**src/design/tsis_pkg.sv**
```systemverilog
// ----------------------------------------------------------------------------
// tsis_pkg: shared types and constants of the tar stream index scanner
// Transfer payloads, event codes, scan phases and fixed tar layout figures.
// ----------------------------------------------------------------------------
package tsis_pkg;

   // tar layout
   localparam int BLOCK_BYTES     = 512;
   localparam int POS_BITS        = 9;
   localparam int NAME_LEN        = 100;
   localparam int SIZE_START      = 124;
   localparam int SIZE_LEN        = 11;
   localparam int ZERO_RUN_END    = 2;

   // field widths
   localparam int SIZE_BITS       = 33;
   localparam int SKIP_BITS       = 25;
   localparam int OFFSET_OUT_BITS = 40;

   // event codes carried in event_kind
   localparam logic [2:0] EVT_NONE    = 3'd0;
   localparam logic [2:0] EVT_NAME    = 3'd1;
   localparam logic [2:0] EVT_HEADER  = 3'd2;
   localparam logic [2:0] EVT_END     = 3'd3;
   localparam logic [2:0] EVT_CORRUPT = 3'd4;

   typedef enum logic [1:0] {
      PHASE_HEADER = 2'd0,
      PHASE_DATA   = 2'd1,
      PHASE_DONE   = 2'd2
   } phase_type;

   typedef struct packed {
      logic [7:0] byte_value;
      logic       end_of_stream;
   } req_type;

   typedef struct packed {
      logic [2:0]                 event_kind;
      logic [7:0]                 name_char;
      logic [SIZE_BITS-1:0]       entry_size;
      logic [OFFSET_OUT_BITS-1:0] entry_offset;
   } rsp_type;

   typedef struct packed {
      phase_type           phase;
      logic [POS_BITS-1:0] position;
   } status_type;

endpackage

```
**src/design/tsis_scan_core.sv**
```systemverilog
// ----------------------------------------------------------------------------
// tsis_scan_core: per-byte header scanning and archive state
// Works out the result of one byte and updates block, size and skip state.
// ----------------------------------------------------------------------------
module tsis_scan_core #(
   parameter int OFFSET_BITS = 40
) (
   input  logic                  clock,
   input  logic                  reset,
   input  logic                  accept,
   input  tsis_pkg::req_type     req_data,
   output tsis_pkg::rsp_type     result,
   output tsis_pkg::status_type  status
);

   localparam int PosBits  = tsis_pkg::POS_BITS;
   localparam int SizeBits = tsis_pkg::SIZE_BITS;
   localparam int SkipBits = tsis_pkg::SKIP_BITS;
   localparam int OutBits  = tsis_pkg::OFFSET_OUT_BITS;

   logic [PosBits-1:0]     pos_ff,       pos_in;
   tsis_pkg::phase_type    phase_ff,     phase_in;
   logic [1:0]             zero_run_ff,  zero_run_in;
   logic                   zero_blk_ff,  zero_blk_in;
   logic                   name_done_ff, name_done_in;
   logic [SizeBits-1:0]    acc_ff,       acc_in;
   logic                   started_ff,   started_in;
   logic                   stopped_ff,   stopped_in;
   logic [SkipBits-1:0]    skip_ff,      skip_in;
   logic [OFFSET_BITS-1:0] stream_ff,    stream_in;

   logic [7:0]             byte_val;
   logic                   last_byte;
   logic                   in_name;
   logic                   in_size;
   logic                   zero_now;
   logic                   is_blank;
   logic                   is_digit;
   logic [1:0]             run_inc;
   logic [OFFSET_BITS-1:0] stream_inc;
   logic [SizeBits:0]      round_sum;
   logic [SkipBits-1:0]    blocks;

   // byte classification and block arithmetic
   assign byte_val   = req_data.byte_value;
   assign last_byte  = (pos_ff == PosBits'(tsis_pkg::BLOCK_BYTES - 1));
   assign in_name    = (pos_ff < PosBits'(tsis_pkg::NAME_LEN)) && !name_done_ff;
   assign in_size    = (pos_ff >= PosBits'(tsis_pkg::SIZE_START))
                    && (pos_ff < PosBits'(tsis_pkg::SIZE_START + tsis_pkg::SIZE_LEN))
                    && !stopped_ff;
   assign zero_now   = zero_blk_ff && (byte_val == 8'd0);
   assign is_blank   = (byte_val == 8'h20) || (byte_val inside {[8'h09:8'h0D]});
   assign is_digit   = byte_val inside {[8'h30:8'h37]};
   assign run_inc    = (zero_run_ff == 2'd3) ? zero_run_ff : zero_run_ff + 2'd1;
   assign stream_inc = stream_ff + 1'b1;
   assign round_sum  = {1'b0, acc_ff} + (SizeBits + 1)'(tsis_pkg::BLOCK_BYTES - 1);
   assign blocks     = round_sum[SizeBits:PosBits];

   assign status.phase    = phase_ff;
   assign status.position = pos_ff;

   // state registers
   always_ff @(posedge clock) begin
      if (reset) begin
         pos_ff       <= '0;
         phase_ff     <= tsis_pkg::PHASE_HEADER;
         zero_run_ff  <= '0;
         zero_blk_ff  <= 1'b1;
         name_done_ff <= 1'b0;
         acc_ff       <= '0;
         started_ff   <= 1'b0;
         stopped_ff   <= 1'b0;
         skip_ff      <= '0;
         stream_ff    <= '0;
      end else begin
         pos_ff       <= pos_in;
         phase_ff     <= phase_in;
         zero_run_ff  <= zero_run_in;
         zero_blk_ff  <= zero_blk_in;
         name_done_ff <= name_done_in;
         acc_ff       <= acc_in;
         started_ff   <= started_in;
         stopped_ff   <= stopped_in;
         skip_ff      <= skip_in;
         stream_ff    <= stream_in;
      end
   end

   // next state and result of the byte on the input
   always_comb begin
      pos_in       = pos_ff;
      phase_in     = phase_ff;
      zero_run_in  = zero_run_ff;
      zero_blk_in  = zero_blk_ff;
      name_done_in = name_done_ff;
      acc_in       = acc_ff;
      started_in   = started_ff;
      stopped_in   = stopped_ff;
      skip_in      = skip_ff;
      stream_in    = stream_ff;
      result       = '0;
      result.event_kind = tsis_pkg::EVT_NONE;

      if (accept && phase_ff != tsis_pkg::PHASE_DONE) begin
         stream_in = stream_inc;

         case (phase_ff)
            tsis_pkg::PHASE_HEADER: begin
               zero_blk_in = zero_now;

               // name bytes up to the first null
               if (in_name) begin
                  if (byte_val == 8'd0) begin
                     name_done_in = 1'b1;
                  end else begin
                     result.event_kind = tsis_pkg::EVT_NAME;
                     result.name_char  = byte_val;
                  end
               end

               // octal size field
               if (in_size) begin
                  if (!started_ff && is_blank) begin
                     acc_in = acc_ff;
                  end else if (is_digit) begin
                     acc_in     = {acc_ff[SizeBits-4:0], byte_val[2:0]};
                     started_in = 1'b1;
                  end else begin
                     stopped_in = 1'b1;
                  end
               end

               // end of header block
               if (last_byte) begin
                  if (zero_now) begin
                     zero_run_in = run_inc;
                     if (run_inc >= 2'(tsis_pkg::ZERO_RUN_END)) begin
                        result.event_kind = tsis_pkg::EVT_END;
                        phase_in          = tsis_pkg::PHASE_DONE;
                     end
                  end else begin
                     zero_run_in         = '0;
                     result.event_kind   = tsis_pkg::EVT_HEADER;
                     result.entry_size   = acc_ff;
                     result.entry_offset = OutBits'(stream_inc);
                     skip_in             = blocks;
                     if (blocks != '0) begin
                        phase_in = tsis_pkg::PHASE_DATA;
                     end
                  end
                  pos_in       = '0;
                  zero_blk_in  = 1'b1;
                  name_done_in = 1'b0;
                  acc_in       = '0;
                  started_in   = 1'b0;
                  stopped_in   = 1'b0;
               end else begin
                  pos_in = pos_ff + 1'b1;
               end
            end

            tsis_pkg::PHASE_DATA: begin
               // skip whole data blocks
               if (last_byte) begin
                  pos_in = '0;
                  if (skip_ff != '0) begin
                     skip_in = skip_ff - 1'b1;
                  end
                  if (skip_ff <= SkipBits'(1)) begin
                     phase_in = tsis_pkg::PHASE_HEADER;
                  end
               end else begin
                  pos_in = pos_ff + 1'b1;
               end
            end

            default: begin
               pos_in = pos_ff;
            end
         endcase

         // end of stream closes the scan
         if (req_data.end_of_stream) begin
            if (result.event_kind != tsis_pkg::EVT_END) begin
               result            = '0;
               result.event_kind = tsis_pkg::EVT_CORRUPT;
            end
            phase_in = tsis_pkg::PHASE_DONE;
         end
      end
   end

endmodule

```
**src/design/tsis_rsp_buffer.sv**
```systemverilog
// ----------------------------------------------------------------------------
// tsis_rsp_buffer: two-entry result register with skid stage
// Holds results so the input side keeps flowing while the receiver stalls.
// ----------------------------------------------------------------------------
module tsis_rsp_buffer (
   input  logic              clock,
   input  logic              reset,
   input  logic              in_valid,
   output logic              in_ready,
   input  tsis_pkg::rsp_type in_data,
   output logic              out_valid,
   input  logic              out_ready,
   output tsis_pkg::rsp_type out_data
);

   logic              main_valid_ff, main_valid_in;
   logic              skid_valid_ff, skid_valid_in;
   tsis_pkg::rsp_type main_data_ff,  main_data_in;
   tsis_pkg::rsp_type skid_data_ff,  skid_data_in;
   logic              push;
   logic              pop;

   assign in_ready  = !skid_valid_ff;
   assign push      = in_valid && in_ready;
   assign pop       = main_valid_ff && out_ready;
   assign out_valid = main_valid_ff;
   assign out_data  = main_data_ff;

   // control registers
   always_ff @(posedge clock) begin
      if (reset) begin
         main_valid_ff <= 1'b0;
         skid_valid_ff <= 1'b0;
      end else begin
         main_valid_ff <= main_valid_in;
         skid_valid_ff <= skid_valid_in;
      end
   end

   // payload registers
   always_ff @(posedge clock) begin
      main_data_ff <= main_data_in;
      skid_data_ff <= skid_data_in;
   end

   // fill and drain of the two entries
   always_comb begin
      main_valid_in = main_valid_ff;
      skid_valid_in = skid_valid_ff;
      main_data_in  = main_data_ff;
      skid_data_in  = skid_data_ff;
      if (pop) begin
         if (skid_valid_ff) begin
            main_data_in  = skid_data_ff;
            skid_valid_in = 1'b0;
         end else begin
            main_valid_in = push;
            main_data_in  = in_data;
         end
      end else if (push) begin
         if (!main_valid_ff) begin
            main_valid_in = 1'b1;
            main_data_in  = in_data;
         end else begin
            skid_valid_in = 1'b1;
            skid_data_in  = in_data;
         end
      end
   end

endmodule

```
**src/design/tar_stream_index_scanner_unit.sv**
```systemverilog
// ----------------------------------------------------------------------------
// tar_stream_index_scanner_unit: streaming tar header scanner
// Takes one archive byte per transfer and gives one result per byte.
// ----------------------------------------------------------------------------
// Usage
//   req channel: one archive byte and an end-of-stream flag per transfer.
//   rsp channel: one result per accepted byte: nothing, a file-name byte,
//   header complete (size and data offset), archive end, or archive corrupt.
//   Header bytes 0..99 pass name bytes until the first null; bytes 124..134
//   hold the octal size. Data blocks are skipped, two zero blocks end the
//   archive, and after the end every byte gives an empty result.
//   Each result is registered in the result buffer before it is shown.
//   Throughput: one byte per cycle while req_ready is high; the per-byte update of position, size
//   accumulator and skip count is a single registered step.
//   Stall: a two-entry result buffer keeps req_ready high while one result
//   waits; with both entries full req_ready drops until rsp_ready returns.
//   Reset: synchronous; the scanner restarts at the first header byte with
//   stream offset zero and the result buffer empty.
// ----------------------------------------------------------------------------
module tar_stream_index_scanner_unit #(
   parameter int OFFSET_BITS = 40
) (
   input  logic              clock,
   input  logic              reset,
   input  logic              req_valid,
   output logic              req_ready,
   input  tsis_pkg::req_type req_data,
   output logic              rsp_valid,
   input  logic              rsp_ready,
   output tsis_pkg::rsp_type rsp_data
);

   logic                 accept;
   tsis_pkg::rsp_type    core_result;
   tsis_pkg::status_type core_status;

   // input transfer
   assign accept = req_valid && req_ready;

   // scanning state and per-byte result
   tsis_scan_core #(
      .OFFSET_BITS (OFFSET_BITS)
   ) u_core (
      .clock    (clock),
      .reset    (reset),
      .accept   (accept),
      .req_data (req_data),
      .result   (core_result),
      .status   (core_status)
   );

   // result register and skid stage
   tsis_rsp_buffer u_rsp (
      .clock     (clock),
      .reset     (reset),
      .in_valid  (accept),
      .in_ready  (req_ready),
      .in_data   (core_result),
      .out_valid (rsp_valid),
      .out_ready (rsp_ready),
      .out_data  (rsp_data)
   );

   // input only stalls while both result entries are full
   assert property (@(posedge clock) disable iff (reset) !req_ready |-> rsp_valid)
      else $error("input stalled with no result pending");

   // reset leaves the result buffer empty and ready
   assert property (@(posedge clock) $past(reset) && !reset |-> !rsp_valid && req_ready)
      else $error("result buffer not empty after reset");

   // data blocks are stepped one byte per accepted transfer
   assert property (@(posedge clock) disable iff (reset)
      accept && !req_data.end_of_stream && core_status.phase == tsis_pkg::PHASE_DATA
      && core_status.position != tsis_pkg::POS_BITS'(tsis_pkg::BLOCK_BYTES - 1)
      |=> core_status.position == $past(core_status.position) + 1'b1)
      else $error("data block position did not advance");

   // a name result always carries a non-null byte
   assert property (@(posedge clock) disable iff (reset)
      rsp_valid && rsp_data.event_kind == tsis_pkg::EVT_NAME |-> rsp_data.name_char != 8'd0)
      else $error("null byte reported as name byte");

endmodule

```
**config.mk**
```make
export PLATFORM = sky130hd
export DESIGN_NAME = tar_stream_index_scanner_unit
export DESIGN_NICKNAME = d
export VERILOG_FILES = /design/src/design/tsis_pkg.sv /design/src/design/tsis_scan_core.sv /design/src/design/tsis_rsp_buffer.sv /design/src/design/tar_stream_index_scanner_unit.sv
export SDC_FILE = /design/constraint.sdc
export NUM_CORES = 1
export LEC_CHECK = 0
export ABC_AREA = 0
export ABC_CLOCK_PERIOD_IN_PS = 9400
export BUFFER_PORTS_ARGS = -buffer_cell sky130_fd_sc_hd__buf_2
export CAP_MARGIN = 40
export CORE_ASPECT_RATIO = 0.9
export CORE_UTILIZATION = 40
export DETAILED_ROUTE_END_ITERATION = 6
export PLACE_DENSITY = 0.58
export SLEW_MARGIN = 30
export SYNTH_ARGS = -nofsm -noshare
export SYNTH_HDL_FRONTEND = slang
export SYNTH_SLANG_ARGS = --single-unit
```
**constraint.sdc**
```tcl
create_clock -name clock -period 9.4 [get_ports clock]
set_clock_uncertainty 0.1 [all_clocks]
set_input_delay 0 -clock clock [delete_from_list [all_inputs] [get_ports clock]]
set_output_delay 0 -clock clock [all_outputs]
set_load 0.03 [all_outputs]
```
Yosys cells after proc, flatten, opt, wreduce, memory -nomap -nowiden

Cells that the tools add are included.
W data, S select, Z words.

Output and inout port bits: 86
Logic and storage cells: 146
Flip-flop bits (word level): 285

Mux-type cells: 51
Equal/unequal tests: 19
$add $sub $neg: 5
Reductions and logical operators: 41
$lt $le $gt $ge: 9
Bitwise gates (word level): 1

Operators with widths:

| operator                | number |
|---|---|
| $mux W84                | 9 |
| $mux W73                | 2 |
| $mux W33                | 4 |
| $mux W25                | 4 |
| $pmux W25 S2            | 1 |
| $reduce_bool A25 Y1     | 2 |
| $add A40 B1 Y40 const B | 1 |
| $add A33 B9 Y34 const B | 1 |
| $le A25 B1 Y1 const B   | 1 |
| $sub A25 B1 Y25 const B | 1 |
| $mux W2                 | 9 |
| $mux W9                 | 2 |
| $mux W1                 | 15 |
| $ne A3 B2 Y1 const B    | 4 |
| $reduce_bool A2 Y1      | 6 |
| $logic_and A1 B1 Y1     | 11 |
| $mux W11                | 1 |
| $ne A2 B1 Y1 const B    | 5 |
| $reduce_and A2 Y1       | 5 |
| $reduce_and A5 Y1       | 2 |
| $add A9 B1 Y9 const B   | 1 |
| $eq A9 B9 Y1 const B    | 1 |
| $ge A9 B7 Y1 const B    | 1 |
| $lt A9 B7 Y1 const B    | 1 |
| 26 further kinds        | 36 |

Logic depth before layout (Yosys ltp)

Gate-level depths: netlist (run 1).

Depth after elaboration: 15
Depth in mapped cells: 12
Depth with buffers taken out: 10

Hierarchy

Synthesis (run 1) repeated with hierarchy kept, for this count alone.

Cells, all modules: 1246
Area, all modules: 13688.1 µm²

By module, submodules not included:

| module                        | seq. area each (µm²) | cells an instance | area an instance (µm²) | times used |
|---|---|---|---|---|
| tsis_scan_core                | 2302.2               | 971               | 7280.7                 | 1 |
| tsis_rsp_buffer               | 5084.9               | 274               | 6401.1                 | 1 |
| tar_stream_index_scanner_unit | 0.0                  | 1                 | 6.3                    | 1 |

Least setup slack after synthesis (run 1)

No wires, ideal clock.

Kind: register to register
Start: register u_rsp.skid_valid_ff
End: register u_rsp.skid_data_ff[0] (netlist name) (enable)
Arrival: 6926 ps
Cell stages (with the launch flop): 4
Library setup time: 648 ps
Path slack: 1726 ps
Path buffers: 0
Cells stage by stage: dfxtp_1 > inv_1 > nand2_1 > nor3b_1

Longest elaborated chain between the ends: 4

RTL lines:

| element                                | line                                | text |
|---|---|---|
| start, declared                        | tsis_rsp_buffer.sv:17               | `logic skid_valid_ff, skid_valid_in;` |
| start signal, assigned                 | tsis_rsp_buffer.sv:36               | `skid_valid_ff <= skid_valid_in;` |
| $logic_not A1 Y1 (*)                   | tsis_rsp_buffer.sv:23               | `assign in_ready = !skid_valid_ff;` |
| via req_ready                          | tar_stream_index_scanner_unit.sv:26 | `output logic req_ready,` |
| $logic_and A1 B1 Y1                    | tar_stream_index_scanner_unit.sv:38 | `assign accept = req_valid && req_ready;` |
| $logic_and A1 B1 Y1 (*)                | tsis_rsp_buffer.sv:24               | `assign push = in_valid && in_ready;` |
| $reduce_and A3 Y1 (no source line) (*) | --                                  |  |
| end signal, assigned                   | tsis_rsp_buffer.sv:43               | `skid_data_ff <= skid_data_in;` |
| end, declared                          | tsis_rsp_buffer.sv:19               | `tsis_pkg::rsp_type skid_data_ff, skid_data_in;` |

The timed path passes the listed nets; every way through them passes the cells marked *.
A chain may end at the register's enable or synchronous reset.

Worst setup path in the final report (run 1)

Start: register u_rsp.skid_valid_ff
End: register u_core.skip_ff[18]

Longest elaborated chain between the ends: 4

RTL lines:

| element                            | line                                | text |
|---|---|---|
| $logic_not A1 Y1                   | tsis_rsp_buffer.sv:23               |  |
| $logic_and A1 B1 Y1                | tar_stream_index_scanner_unit.sv:38 |  |
| $logic_and A1 B1 Y1                | tsis_scan_core.sv:104               | `if (accept && phase_ff != tsis_pkg::PHASE_DONE) begin` |
| $reduce_and A6 Y1 (no source line) | --                                  |  |
| end signal, assigned               | tsis_scan_core.sv:84                | `skip_ff <= skip_in;` |
| end, declared                      | tsis_scan_core.sv:29                | `logic [SkipBits-1:0] skip_ff, skip_in;` |

Every way passes these cells.

==> results.ini, run 1 <==
[outcome]
status = complete, no violations

[sta]
tns_ns = 0
rsz0062_at_grt = no
worst_pin_slew_ns = 0.679
max_freq_ghz = 0.314
post-route-period-util_pct = 33.9
setup_viol = 0
period_needed_ns = 3.19
final-hold-violation-count = 0
whs_ns = 0.218
maxSlewHeadroom_pct = 54.6
drv_slew = 0

[route]
wirelength_mm = 28.2
drc = 0
wl_per_cell_um = 15.9
via_count = 9344
postRouteAntennaNets = 0
dr.first_iter.drc_count = 573
firstDrtPassIters = 6
viasPerCell = 5.28

[power]
power_density_nw_per_um2 = 181
power_frac_seq_pct = 50.8
pwr-share-comb_pct = 6.2
vdd_ir_drop_max_mv = 0.160
switchingPower_uw = 637
total_leakage_power_nw = 5.77
clkPwrFrac_pct = 43.0
intPower_mw = 2.08
switching_share_pct = 23.4

[clock_tree]
cts_resized = 0
htree_levels = 1
cts_buffers = 31
cts_buffer_depth = 3
cts_setup_buffers = 0
clkLatencyLatePin_ns = 0.57
clk_pin_slew_ns = 0.06
tritoncts = built
cts.sinks = 285
cts-hold-fix-buffers = 13
clock-root-buffer = clkbuf_16

[critical_path]
cp_data_required_time_ns = 9.78
cp.arrival_ns = 3.57
criticalPathCategory = flip-flop to flip-flop
start_kind = flip-flop
crit_fanout = 24
critPathCaptureType = flip-flop

[flow_run]
maxCapViolCount = 0

[synth]
synth.avg_cell_area_um2 = 10.5
syn_nets = 1261
synth_cells = 1242
synth_edf_count = 168
synth_flop_cell = edfxtp_1
syn_area_um2 = 13000
synth-async-reset-ratio_pct = 0
ys_types = 66
yosys_warnings = 0
synth_seq_cells = 285
synth-seq-area-share_pct = 56.7

[hold_path]
hold_class = primary input to flip-flop

[die]
dieArea_um2 = 33300
dieHeight_um = 173
core_area_um2 = 32000
io_pins = 99
dieWidth_um = 192
rows = 62
initial_core_util_pct = 40.8

[global_routing]
grt_usage_pct = 16.9
grt-ovfl-total = 0
first_global_vias = 8859
grt_max_degree = 85
antenna_found_initial = 1
grt_pass1_wl_mm = 46.3

[placement]
place_hpwl_mm = 18.2
portBuffers = 98
placed_area_um2 = 13900
post-place-cells = 1696
routabilityCongestion = 0.842

[layout]
instances_no_fill = 1770
design_area_um2 = 15100
fin_nets = 1347
area_growth_pct = 15.6
drive_gt1_share_pct = 14.4
postLayoutCoreUtil_pct = 47.1

==> through the flow <==
stage	setup WS, ns	total power [mW]
after global placement	6.29	1.57
final	6.21	2.72
after detailed placement	6.26	1.57
after global routing	5.94	2.82
after CTS	6.23	2.75
after floorplan	1.73	1.53
==> cells by family (layout without fill, tap and decap cells) <==
| group | Yosys count | in the layout | synth area share (%) |
|---|---|---|---|
| adder cells (fa/ha/maj) | 6 | 6 | 0.576 |
| flip-flops | 285 | 285 | 56.7 |
| other | 0 | 1 | 0 |
| XOR/XNOR | 94 | 94 | 6.32 |
| AND/OR/NAND/NOR | 485 | 485 | 18.8 |
| AO/OA/AOI/OAI | 276 | 276 | 14.2 |
| buffers and inverters | 94 | 205 | 3.20 |
| multiplexers | 2 | 2 | 0.163 |
==> per-layer routing <==
layer  track usage, %  share of wire, %
met5                0                 0
met4             3.94               1.9
met3             2.31               3.9
met2             25.5                44
met1             25.5                50
==> worst max-delay path, cell delays in order (launching register included) <==
cell,delay (ns)
dfxtp_1,0.32
inv_1,0.14
nand2_1,0.27
nor2_1,0.60
nand2_1,0.24
a211oi_4,0.59
buf_4,0.40
o21ai_0,0.17
a221oi_2,0.27
==> placed cells by master, fill, tap and decap left out, types with 35 or more instances in the layout <==
cell	instances
a22oi_1	40
a21oi_1	53
a21o_1	79
nand3_1	40
nand2_1	81
edfxtp_1	168
and2_1	49
xnor2_1	39
dfxtp_1	117
xor2_1	55
nor3_1	35
buf_2	97
o21ai_0	50
nor2_1	173
==> final timing paths <==
path / slack (ns) / to / depth (start not counted) / start
max: 6.21 / u_core.skip_ff[18] / 8 / u_rsp.skid_valid_ff
min: 0.22 / u_rsp.skid_data_ff[79] / 3 / req_data[7]
max reg2reg: 6.21 / u_core.skip_ff[18] / 8 / u_rsp.skid_valid_ff
min reg2reg: 0.38 / u_core.skip_ff[22] / 2 / u_core.skip_ff[22]
==> layout make-up <==
| type | instances | area [um2] |
|---|---|---|
| antenna | 1 | 2.50 |
| inverter | 18 | 67.6 |
| timing repair buffer | 129 | 815 |
| tap | 416 | 520 |
| clock inverter | 13 | 116 |
| multi-input combinational | 863 | 5280 |
| fill | 3013 | 16900 |
| clock buffer | 45 | 870 |
| sequential | 285 | 7390 |
==> state kept, by name, summed over array words and instances (netlist names) <==
name and cells:
u_core.zero_run_ff 2, u_rsp.skid_valid_ff 1, u_rsp.out_valid 1, u_rsp.out_data 84, u_core.name_done_ff 1, u_core.zero_blk_ff 1
u_core.stream_ff 40, u_core.stopped_ff 1, u_core.phase_ff 2, u_core.acc_ff 33, u_rsp.skid_data_ff 84, u_core.started_ff 1
u_core.pos_ff 9, u_core.skip_ff 25
==> cells in the mapped netlist, types with 2 or more instances <==
| cell | number | area share [%] |
|---|---|---|
| nand2b_1 | 6 | 0.29 |
| buf_2 | 23 | 0.88 |
| edfxtp_1 | 168 | 39 |
| nand3b_1 | 2 | 0.12 |
| nand3_1 | 40 | 1.5 |
| nand2_1 | 81 | 2.3 |
| nor2b_1 | 3 | 0.14 |
| o22ai_1 | 5 | 0.24 |
| a21oi_1 | 54 | 2.1 |
| and4_1 | 4 | 0.27 |
| nor4_4 | 5 | 0.82 |
| nand4_1 | 26 | 1.2 |
| nor4_1 | 6 | 0.29 |
| a22oi_1 | 40 | 2.3 |
| nor3_1 | 37 | 1.4 |
| o21ai_0 | 51 | 2.0 |
| a211oi_1 | 9 | 0.52 |
| and3_1 | 10 | 0.48 |
| clkbuf_1 | 47 | 1.4 |
| nor4b_1 | 3 | 0.20 |
| or2_2 | 3 | 0.14 |
| nor2_1 | 175 | 5.0 |
| xnor2_1 | 39 | 2.6 |
| o211ai_1 | 2 | 0.12 |
| a31oi_1 | 7 | 0.34 |
| or3_1 | 19 | 0.91 |
| a22o_1 | 9 | 0.61 |
| a211oi_2 | 4 | 0.38 |
| xor2_1 | 55 | 3.7 |
| buf_6 | 4 | 0.35 |
| inv_1 | 18 | 0.52 |
| ha_1 | 6 | 0.58 |
| a21o_1 | 79 | 4.6 |
| and2_1 | 49 | 2.4 |
| a221oi_2 | 2 | 0.23 |
| or4_1 | 4 | 0.23 |
| nand4_2 | 2 | 0.19 |
| dfxtp_1 | 117 | 18 |
==> power by group through the flow <==
| stage | combinational [mW] | sequential (mW) | clock [mW] |
|---|---|---|---|
| after floorplan | 0.0482 | 1.48 | 0 |
| after global placement | 0.162 | 1.41 | 0 |
| after detailed placement | 0.164 | 1.41 | 0 |
| after CTS | 0.169 | 1.38 | 1.20 |
| after global routing | 0.182 | 1.38 | 1.25 |
| final | 0.170 | 1.38 | 1.17 |
(Power assumes the default switching activity.)
==> run 2: changes to the inputs <==
ABC_CLOCK_PERIOD_IN_PS = 2970   (was 9400)
clock period = 2.97 ns   (was 9.4 ns; I/O delays follow)
==> results.ini, run 2 (synthesis results as in run 1) <==
[route]
postRouteAntennaNets = 0  ; unchanged
wl_per_cell_um = 16.0  ; was 15.9 um
via_count = 9428  ; was 9344
dr.first_iter.drc_count = 653  ; was 573
wirelength_mm = 28.9  ; was 28.2 mm
viasPerCell = 5.23  ; was 5.28
drc = 0  ; unchanged
firstDrtPassIters = 5  ; was 6

[sta]
worst_pin_slew_ns = 0.806  ; was 0.679 ns
maxSlewHeadroom_pct = 46.3  ; was 54.6%
final-hold-violation-count = 0  ; unchanged
rsz0062_at_grt = no  ; unchanged
fin_ws_ns = 0.198  ; was 6.21 ns
drv_slew = 0  ; unchanged
max_freq_ghz = 0.361  ; was 0.314 GHz
post-route-period-util_pct = 93.3  ; was 33.9%
period_needed_ns = 2.77  ; was 3.19 ns
setup_viol = 0  ; unchanged
tns_ns = 0  ; unchanged

[layout]
postLayoutCoreUtil_pct = 48.5  ; was 47.1%
drive_gt1_share_pct = 16.8  ; was 14.4%
layout_common_cells = 173 x nor2_1, 168 x edfxtp_1, 115 x dfxtp_1  ; was 173 x nor2_1, 168 x edfxtp_1, 117 x dfxtp_1
area_growth_pct = 18.9  ; was 15.6%
instances_no_fill = 1804  ; was 1770
fin_nets = 1382  ; was 1347
fillers = 2995  ; was 3013
final_common_cell = nor2_1  ; unchanged

[die]
core_area_um2 = 32000  ; unchanged
initial_core_util_pct = 40.8  ; unchanged
rows = 62  ; unchanged
dieHeight_um = 173  ; unchanged
io_pins = 99  ; unchanged
dieArea_um2 = 33300  ; unchanged
dieWidth_um = 192  ; unchanged

[power]
power_density_nw_per_um2 = 584  ; was 181 nW/um2
total_power_mw = 9.05  ; was 2.72 mW
vdd_ir_drop_max_mv = 0.364  ; was 0.160 mV
total_leakage_power_nw = 5.99  ; was 5.77 nW

[critical_path]
start_kind = flip-flop  ; unchanged
cp.arrival_ns = 3.02  ; was 3.57 ns
path_cells = inv_1, ha_1, or3b_4, nor4_4, nand2_2, nor4_4, a211o_1, buf_4, a211oi_1, a21oi_1, nor2_1  ; was inv_1, nand2_1, nor2_1, nand2_1, a211oi_4, buf_4, o21ai_0, a221oi_2
path_common_cell = nor4_4  ; was nand2_1
crit_fanout = 9  ; was 24
cp_data_required_time_ns = 3.22  ; was 9.78 ns
crit_slowest_cell = or3b_4  ; was nor2_1
cpPeakStageDelay_ns = 0.44  ; was 0.60 ns
criticalPathCategory = flip-flop to flip-flop  ; unchanged
critPathCaptureType = flip-flop  ; unchanged

[global_routing]
grt_pass1_wl_mm = 47.3  ; was 46.3 mm
antenna_found_initial = 1  ; unchanged
grt_usage_pct = 17.5  ; was 16.9%
grt-ovfl-total = 0  ; unchanged
first_global_vias = 9005  ; was 8859
grt_max_degree = 68  ; was 85

[flow_run]
maxCapViolCount = 0  ; unchanged

[placement]
dpl_worst_slack_ns = 0.151  ; was 6.26 ns
place_hpwl_mm = 19.3  ; was 18.2 mm
routabilityCongestion = 0.821  ; was 0.842
portBuffers = 98  ; unchanged
post-place-cells = 1730  ; was 1696

[clock_tree]
clock-root-buffer = clkbuf_16  ; unchanged
clkLatencyLatePin_ns = 0.51  ; was 0.57 ns
cts.sinks = 285  ; unchanged
tritoncts = built  ; unchanged
cts_buffers = 34  ; was 31
cts_buffer_depth = 3  ; unchanged
clk_pin_slew_ns = 0.06  ; about the same
htree_levels = 2  ; was 1

[hold_path]
hold_class = primary input to flip-flop  ; unchanged

[outcome]
status = complete, no violations  ; unchanged

==> run 2: cell count changes in the layout (fill, tap and decap cells not counted), moves of 3 or more <==
| cell | previous run | this run |
|---|---|---|
| buf_12 | 1 | 8 |
| buf_4 | 15 | 43 |
| bufinv_16 | 1 | 4 |
| clkbuf_16 | 31 | 35 |
| clkbuf_4 | 3 | 0 |
| clkbuf_8 | 3 | 0 |
| inv_6 | 1 | 4 |
==> run 2: power by group <==
group	internal [mW]	total (mW)	switching, mW
Sequential	4.32	4.37	0.0459
Clock	2.52	4.13	1.61
Combinational	0.144	0.546	0.402
Total	6.99	9.05	2.06
==> run 2: what timing repair did <==
item | 4_1_cts | 5_1_grt
setup buffers | 0 | 0
gates resized for setup | 0 | 2
hold endpoints to repair | 77 | 0
hold buffers | 13 | 0
setup endpoints to repair | 0 | 3
==> run 2: final cells by class <==
class | instances | area (um2) | share of cell area [%]
Antenna cell | 1 | 2.50 | 0.0162
Timing Repair Buffer | 161 | 1100 | 7.09
Clock buffer | 45 | 913 | 5.90
Clock inverter | 15 | 186 | 1.20
Inverter | 18 | 72.6 | 0.468
Tap cell | 416 | 520 | 3.36
Multi-Input combinational cell | 863 | 5310 | 34.3
Sequential cell | 285 | 7390 | 47.7
==> run 2: final timing paths <==
check                                         endpoint              start  depth (start not counted)  slack, ns
worst min register to register       u_core.skip_ff[6]  u_core.skip_ff[6]                          2       0.38
worst min-delay path            u_rsp.skid_data_ff[77]        req_data[5]                          3       0.28
worst max register to register      u_core.skip_ff[19]  u_core.skip_ff[0]                         11       0.20
worst max-delay path                u_core.skip_ff[19]  u_core.skip_ff[0]                         11       0.20
==> run 2: routing by layer <==
layer,GRT usage [%],wire length (um),vias up
li1,-,-,4704
met1,26.3,14600,4502
met2,25.8,12400,186
met3,2.80,1370,36
met4,4.59,525,0
met5,0,0,-
==> run 2: critical path: cells and delay by family, from the launching register on <==
family	cells	cell delay, ns
and+or+nand+nor	5	1.31
adders and majority gates	1	0.18
buffers and inverters	2	0.25
DFF	1	0.37
AOI/OAI and AO/OA	3	0.40
==> run 2: stage by stage <==
| step | cell area, um2 | hold WS, ns |
|---|---|---|
| after floorplan | 13100 | -0.00742 |
| after global placement | 14200 | 0.160 |
| after detailed placement | 14200 | 0.168 |
| after CTS | 15500 | 0.257 |
| after global routing | 15500 | 0.293 |
| final | 15500 | 0.277 |
